**src/rtl/bb3_pkg.sv**
```systemverilog
// Shared types, constants and helpers for the 3x3 RGB box blur.
package bb3_pkg;

  localparam int MaxWidth  = 2048;
  localparam int MaxHeight = 4096;
  localparam int ColW      = $clog2(MaxWidth);   // 11
  localparam int RowW      = $clog2(MaxHeight);  // 12
  localparam int PixW      = 24;
  localparam int SumW      = 12;                 // 9 * 255 fits
  localparam int QDepth    = 4;
  localparam int QAw       = $clog2(QDepth);

  // register indexes
  localparam logic REG_WIDTH  = 1'b0;
  localparam logic REG_HEIGHT = 1'b1;

  typedef logic [PixW-1:0] pix_t;

  // one result job: 3x3 window, which taps are in frame, position, last flag
  typedef struct packed {
    pix_t [8:0]      win;   // index row*3+col, row0=r-2 ... col0=c-2
    logic [8:0]      msk;
    logic [3:0]      cnt;   // 4, 6 or 9
    logic [RowW-1:0] row;
    logic [ColW-1:0] col;
    logic            last;
  } job_t;

  typedef struct packed {
    logic [7:0]      red;
    logic [7:0]      green;
    logic [7:0]      blue;
    logic [RowW-1:0] row;
    logic [ColW-1:0] col;
    logic            last;
  } res_t;

  // (sum + n/2) / n for n in {4,6,9}, sum <= 2295
  function automatic logic [7:0] rdiv(input logic [SumW-1:0] s, input logic [3:0] n);
    logic [SumW:0]   a;
    logic [25:0]     p;
    logic [7:0]      q;
    a = '0; p = '0; q = '0;
    case (n)
      4'd4: begin
        a = {1'b0, s} + 13'd2;
        q = a[9:2];
      end
      4'd6: begin
        a = {1'b0, s} + 13'd3;
        p = 26'(a) * 26'd10923;       // /6 exact for a < 2^13
        q = p[23:16];
      end
      default: begin
        a = {1'b0, s} + 13'd4;
        p = 26'(a) * 26'd7282;        // /9 exact for a < 2^13
        q = p[23:16];
      end
    endcase
    return q;
  endfunction

endpackage

```
**src/rtl/bb3_if.sv**
```systemverilog
// Valid/ready stream interface with a generic payload.
interface bb3_if #(parameter type payload_t = logic) ();
  logic     valid;
  logic     ready;
  payload_t data;
  modport source (output valid, output data, input ready);
  modport sink   (input valid, input data, output ready);
endinterface

```
**src/rtl/bb3_queue.sv**
```systemverilog
// Short request queue between front and back.
module bb3_queue (
  input  logic          clk,
  input  logic          rst_n,
  input  logic          flush,
  bb3_if.sink           wr,
  bb3_if.source         rd
);
  localparam int D  = bb3_pkg::QDepth;
  localparam int AW = bb3_pkg::QAw;

  bb3_pkg::job_t mem_r [D];
  logic [AW-1:0] wp_r, rp_r;
  logic [AW:0]   cnt_r, cnt_nxt;
  logic          push, pop;

  assign wr.ready = (cnt_r != (AW+1)'(D));
  assign rd.valid = (cnt_r != '0);
  assign rd.data  = mem_r[rp_r];
  assign push = wr.valid && wr.ready;
  assign pop  = rd.valid && rd.ready;

  always_comb cnt_nxt = cnt_r + (AW+1)'(push) - (AW+1)'(pop);

  always_ff @(posedge clk) begin
    if (!rst_n || flush) begin
      wp_r <= '0; rp_r <= '0; cnt_r <= '0;
    end else begin
      if (push) wp_r <= wp_r + AW'(1);
      if (pop)  rp_r <= rp_r + AW'(1);
      cnt_r <= cnt_nxt;
    end
  end

  always_ff @(posedge clk) begin
    if (push) mem_r[wp_r] <= wr.data;
  end

  assert property (@(posedge clk) disable iff (!rst_n) cnt_r <= (AW+1)'(D))
    else $error("queue overflow");
  assert property (@(posedge clk) disable iff (!rst_n || flush)
    (pop && !push) |=> cnt_r == $past(cnt_r) - (AW+1)'(1))
    else $error("queue count");
  assert property (@(posedge clk) disable iff (!rst_n) rd.valid |-> cnt_r != '0)
    else $error("empty read");
endmodule

```
**src/flat_wrapper.sv**
```systemverilog
// flat-port wrapper written by rule: the top's interface ports become plain ports
module bb3_queue_flat 
  (clk, rst_n, flush, wr_valid, wr_data, wr_ready, rd_valid, rd_data, rd_ready);
  bb3_if wr_i ();
  bb3_if rd_i ();
  input  logic clk;
  input  logic rst_n;
  input  logic flush;
  input wire logic [$bits(wr_i.valid)-1:0] wr_valid;
  input wire logic [$bits(wr_i.data)-1:0] wr_data;
  output wire logic [$bits(wr_i.ready)-1:0] wr_ready;
  output wire logic [$bits(rd_i.valid)-1:0] rd_valid;
  output wire logic [$bits(rd_i.data)-1:0] rd_data;
  input wire logic [$bits(rd_i.ready)-1:0] rd_ready;
  assign wr_i.valid = wr_valid;
  assign wr_i.data = wr_data;
  assign wr_ready = wr_i.ready;
  assign rd_valid = rd_i.valid;
  assign rd_data = rd_i.data;
  assign rd_i.ready = rd_ready;
  bb3_queue u_core (.clk(clk), .rst_n(rst_n), .flush(flush), .wr(wr_i), .rd(rd_i));
endmodule
```
**config.mk**
```make
export PLATFORM = sky130hd
export DESIGN_NAME = bb3_queue_flat
export DESIGN_NICKNAME = d
export VERILOG_FILES = /design/src/rtl/bb3_pkg.sv /design/src/rtl/bb3_if.sv /design/src/rtl/bb3_queue.sv /design/src/flat_wrapper.sv
export SDC_FILE = /design/constraint.sdc
export NUM_CORES = 1
export LEC_CHECK = 0
export ABC_AREA = 1
export ABC_CLOCK_PERIOD_IN_PS = 4000
export BUFFER_PORTS_ARGS = -buffer_cell sky130_fd_sc_hd__buf_2
export CAP_MARGIN = 30
export CORE_UTILIZATION = 45
export CTS_BUF_LIST = sky130_fd_sc_hd__clkbuf_2
export DETAILED_ROUTE_END_ITERATION = 7
export GPL_ROUTABILITY_DRIVEN = 0
export GPL_TIMING_DRIVEN = 0
export PLACE_DENSITY = 0.76
export RECOVER_POWER = 100
export SYNTH_ARGS = -nofsm -noshare
export SYNTH_HDL_FRONTEND = slang
export SYNTH_SLANG_ARGS = --single-unit
```
**constraint.sdc**
```tcl
create_clock -name clk -period 4 [get_ports clk]
set_input_delay 0.8 -clock clk [delete_from_list [all_inputs] [get_ports clk]]
set_output_delay 0.8 -clock clk [all_outputs]
set_load 0.01 [all_outputs]
```
[Word-level counts from Yosys, hierarchy flattened]
Memory sizes are Yosys's and may differ from the RTL's. A register that Yosys moved wholly into a read port is not among the register bits.
Cells that the tools add are included.
Operators by class
  add/sub/neg operators: 4
  muxes and demuxes: 4
  equal/unequal tests: 1
  reduce and logical (&&, ||, !) cells: 5
Operators by type and width (number)
  $add A2 B1 Y2 const B: 2
  $mux W2: 2
  $add A3 B1 Y3: 1
  $ne A3 B3 Y1 const B: 1
  $reduce_bool A3 Y1: 1
  $sub A3 B1 Y3: 1
  $logic_and A1 B1 Y1: 2
  $mux W1: 2
  $logic_not A1 Y1: 1
  $logic_or A1 B1 Y1: 1
Storage, ports and cells
  memories: 1
  flip-flop bits (word level): 7
  bits of input ports: 6
  word-level logic and storage cells: 18
  RAM bits: 4
Memories
  u_core.mem_r: words 4, width 1, rd ports 1, clocked after Yosys merged registers in 1, write ports 1, RTL line bb3_queue.sv:12  | bb3_pkg::job_t mem_r [D];

[Longest topological paths before layout]
  depth after elaboration: 4
  depth in mapped cells: 10
  gate-level depth less buffers: 10

[Worst setup path before layout]
No wires, ideal clock.
  path type: input to register
  from: input port rd_ready
  to: register u_core.cnt_r[2]
  data arrival time: 1.946 ns
  stages: 8
  buffers on the path: 0
  library setup time: 0.115 ns
  path slack: 1.939 ns
  cells stage by stage: a21boi_0 > ha_1 > inv_1 > ha_1 > inv_1 > fa_1 > a21oi_1 > nor2_1
On the way
  cells in the longest elaborated chain, start to end: 2
Ends and longest elaborated chain
  start, declared: RTL line flat_wrapper.sv:14  | input wire logic [$bits(rd_i.ready)-1:0] rd_ready;
  $logic_and A1 B1 Y1: RTL line bb3_queue.sv:21  | assign pop = rd.valid && rd.ready;
  $sub A3 B1 Y3: RTL line bb3_queue.sv:23  | always_comb cnt_nxt = cnt_r + (AW+1)'(push) - (AW+1)'(pop);
  end signal, assigned: RTL line bb3_queue.sv:31  | cnt_r <= cnt_nxt;
  end, declared: RTL line bb3_queue.sv:14  | logic [AW:0] cnt_r, cnt_nxt;
Every way passes these cells.
A chain may end at the register's enable or synchronous reset.

[Final worst setup path]
  from: input port rd_ready
  to: register u_core.cnt_r[2]
On the way
  cells in the longest elaborated chain, start to end: 2
Ends and longest elaborated chain
  $logic_and A1 B1 Y1: RTL line bb3_queue.sv:21
  via u_core.pop: RTL line bb3_queue.sv:15  | logic push, pop;
  $sub A3 B1 Y3: RTL line bb3_queue.sv:23
The timed path passes the listed nets, and every way through them passes these cells.

==> results.yml <==
clock_tree:
  cts_resized: 0
  h-tree-depth: 1
  worstSkewPairLatency_ns: 0.26
  cts.path.max_buffers: 2
  cts_hold_buf: 0
  cts_root_buf: "clkbuf_2"
  cts_tree: "yes"
  path_clk_slew_ns: 0.12
  post_cts_buffers: 0
  cts_sinks: 13
  numCtsBuffers: 3
synth:
  synthFlopType: "dfxtp_1"
  synth_area_um2: 676
  synth_edf_count: 4
  ys_types: 16
  netlist_instances: 79
  synth_top_area_share: 0.267
  post-synth-top-count-cell: "inv_1"
  avgSynthCellArea_um2: 8.55
  ys_warn_count: 0
  postSynth.asyncResetShare: 0
  ys_ff_latch: 13
  synth_seq_area_share: 0.444
  synthTopCellsByArea: "dfxtp_1 (27%), edfxtp_1 (18%), ha_1 (11%), inv_1 (9.4%), nor2_1 (8.3%)"
  yosys.area.top_type: "dfxtp_1"
  syn_nets: 92
  ys_top_cells_by_count: "inv_1 (17), nor2_1 (15), dfxtp_1 (9)"
sta:
  worst_pin_slew_ns: 0.202
  finalSetupTns_ns: 0
  setup_violations: 0
  fin_skew_ns: 0.00244
  period_needed_ns: 2.00
  maxSlewHeadroom: 0.865
  finalHoldViolCount: 0
  max_freq_mhz: 501
  finalMaxSlewViolations: 0
  post-route-period-util: 0.499
  rsz0062_at_grt: "no"
die:
  initial_core_util: 0.500
  die_w_um: 40.8
  die_y_um: 40.8
  io_pins: 9
  dieArea_um2: 1660
  coreArea_um2: 1350
  rows: 13
place:
  dpl.hpwl_um: 757
  place_inst: 102
  portBuffers: 8
power:
  ir_drop_mv: 0.136
  p_int_uw: 193
  seqPwrFrac: 0.539
  p_comb_frac: 0.217
  power.density_nw_per_um2: 378
  p_sw_uw: 83.6
  clkPwrFrac: 0.243
  switching_share: 0.302
  leakagePower_uw: 0.000336
layout:
  layout-drive-gt1-share: 0.110
  antenna_cells: 0
  fin_nets: 105
  multi_input_area_um2: 295
  register_area_um2: 300
  filler_cell_count: 134
  fin_cells: 106
  area_delta_synth_final_pct: 8.33
route:
  viasPerCell: 4.50
  drt_iter0_markers: 5
  drt_wl_total_um: 947
  post_drt_wl_per_cell_um: 8.93
  antenna_left: 0
  drc: 0
  vias: 477
  drtPass1Iterations: 4
grt:
  grt_max_degree: 8
  grt_pass1_vias: 371
  antenna_found_initial: 0
  grt_usage: 0.132
  grt-ovfl-total: 0
  grt_pass1_wl_um: 1350
worst_setup_path:
  critPathArrivalTime_ns: 2.17
  path_class: "input pin to flop"
  crit_required_ns: 4.17
  start_kind: "input pin"
  end_kind: "flop"
  crit_fanout: 3
status:
  status: "finished clean"
flow_run:
  drv_cap: 0
hold_path:
  hold_class: "flop to flop"
## cell families (layout without fill, tap and decap cells)
kind of cell / Yosys count / in the layout / share of synthesized area
adders and majority gates: 7 / 7 / 0.141
DFF: 13 / 13 / 0.444
and+or+nand+nor: 33 / 33 / 0.244
AOI/OAI and AO/OA: 9 / 9 / 0.0759
buffers and inverters: 17 / 29 / 0.0944
## layout make-up
type                            instances  area share
Timing Repair Buffer                    8      0.0462
Clock buffer                            4      0.0274
Sequential cell                        13       0.410
Multi-Input combinational cell         49       0.403
Tap cell                               15      0.0256
Inverter                               17      0.0872
## path summary, 6_finish.rpt
path	slack, ns	from	cells after the start	to
setup / recovery	2.00	rd_ready	9	u_core.cnt_r[2]$_SDFF_PP0_
hold / removal	0.51	u_core.rp_r[0]$_SDFFE_PP0P_	2	flop
setup reg to reg	2.12	u_core.cnt_r[1]$_SDFF_PP0_	9	u_core.cnt_r[2]$_SDFF_PP0_
hold reg to reg	0.51	u_core.rp_r[0]$_SDFFE_PP0P_	2	flop
## placed cells by master (no fill, tap or decap), drive strengths merged
cell type  netlist  final
fa               1      1
ha               6      6
inv             17     17
o21ai            3      3
a21boi           1      1
a21oi            5      5
nand3            4      4
or2              1      1
buf              0      3
nand2           11     11
nor2            17     17
clkbuf           0      9
dfxtp            9      9
edfxtp           4      4
## power groups by stage
stage          Combinational (µW)  Clock [µW]  Sequential, µW
5_1_grt                      70.6        75.9             151
2_1_floorplan                49.0           0             152
3_5_place_dp                 66.4           0             154
6_report                     60.1        67.4             149
3_3_place_gp                 63.9           0             153
4_1_cts                      66.6        72.8             151
## stage by stage
stage	power, µW	setup WS, ns	utilization	instance area (µm²)	hold WS [ns]
floorplan	201	1.94	-	676	0.453
global placement	217	1.78	0.544	734	0.474
detailed placement	220	1.72	0.544	734	0.481
CTS	290	2.04	0.559	754	0.511
global route	297	1.85	0.542	732	0.559
finish	277	2.00	0.542	732	0.512
## layer usage
metal / vias up / track usage / routed length, µm
met5: - / 0 / 0
met4: 0 / 0.125 / 12
met1: 201 / 0.167 / 459
li1: 267 / - / -
met3: 2 / 0.0326 / 26
met2: 7 / 0.179 / 448
## critical path, cell delays in order
cell,delay [ns]
clkbuf_1,0.12
a21boi_0,0.20
ha_1,0.25
inv_1,0.06
ha_1,0.14
inv_1,0.05
fa_1,0.37
a21oi_1,0.13
nor2_1,0.05
(Power assumes the default switching activity.)
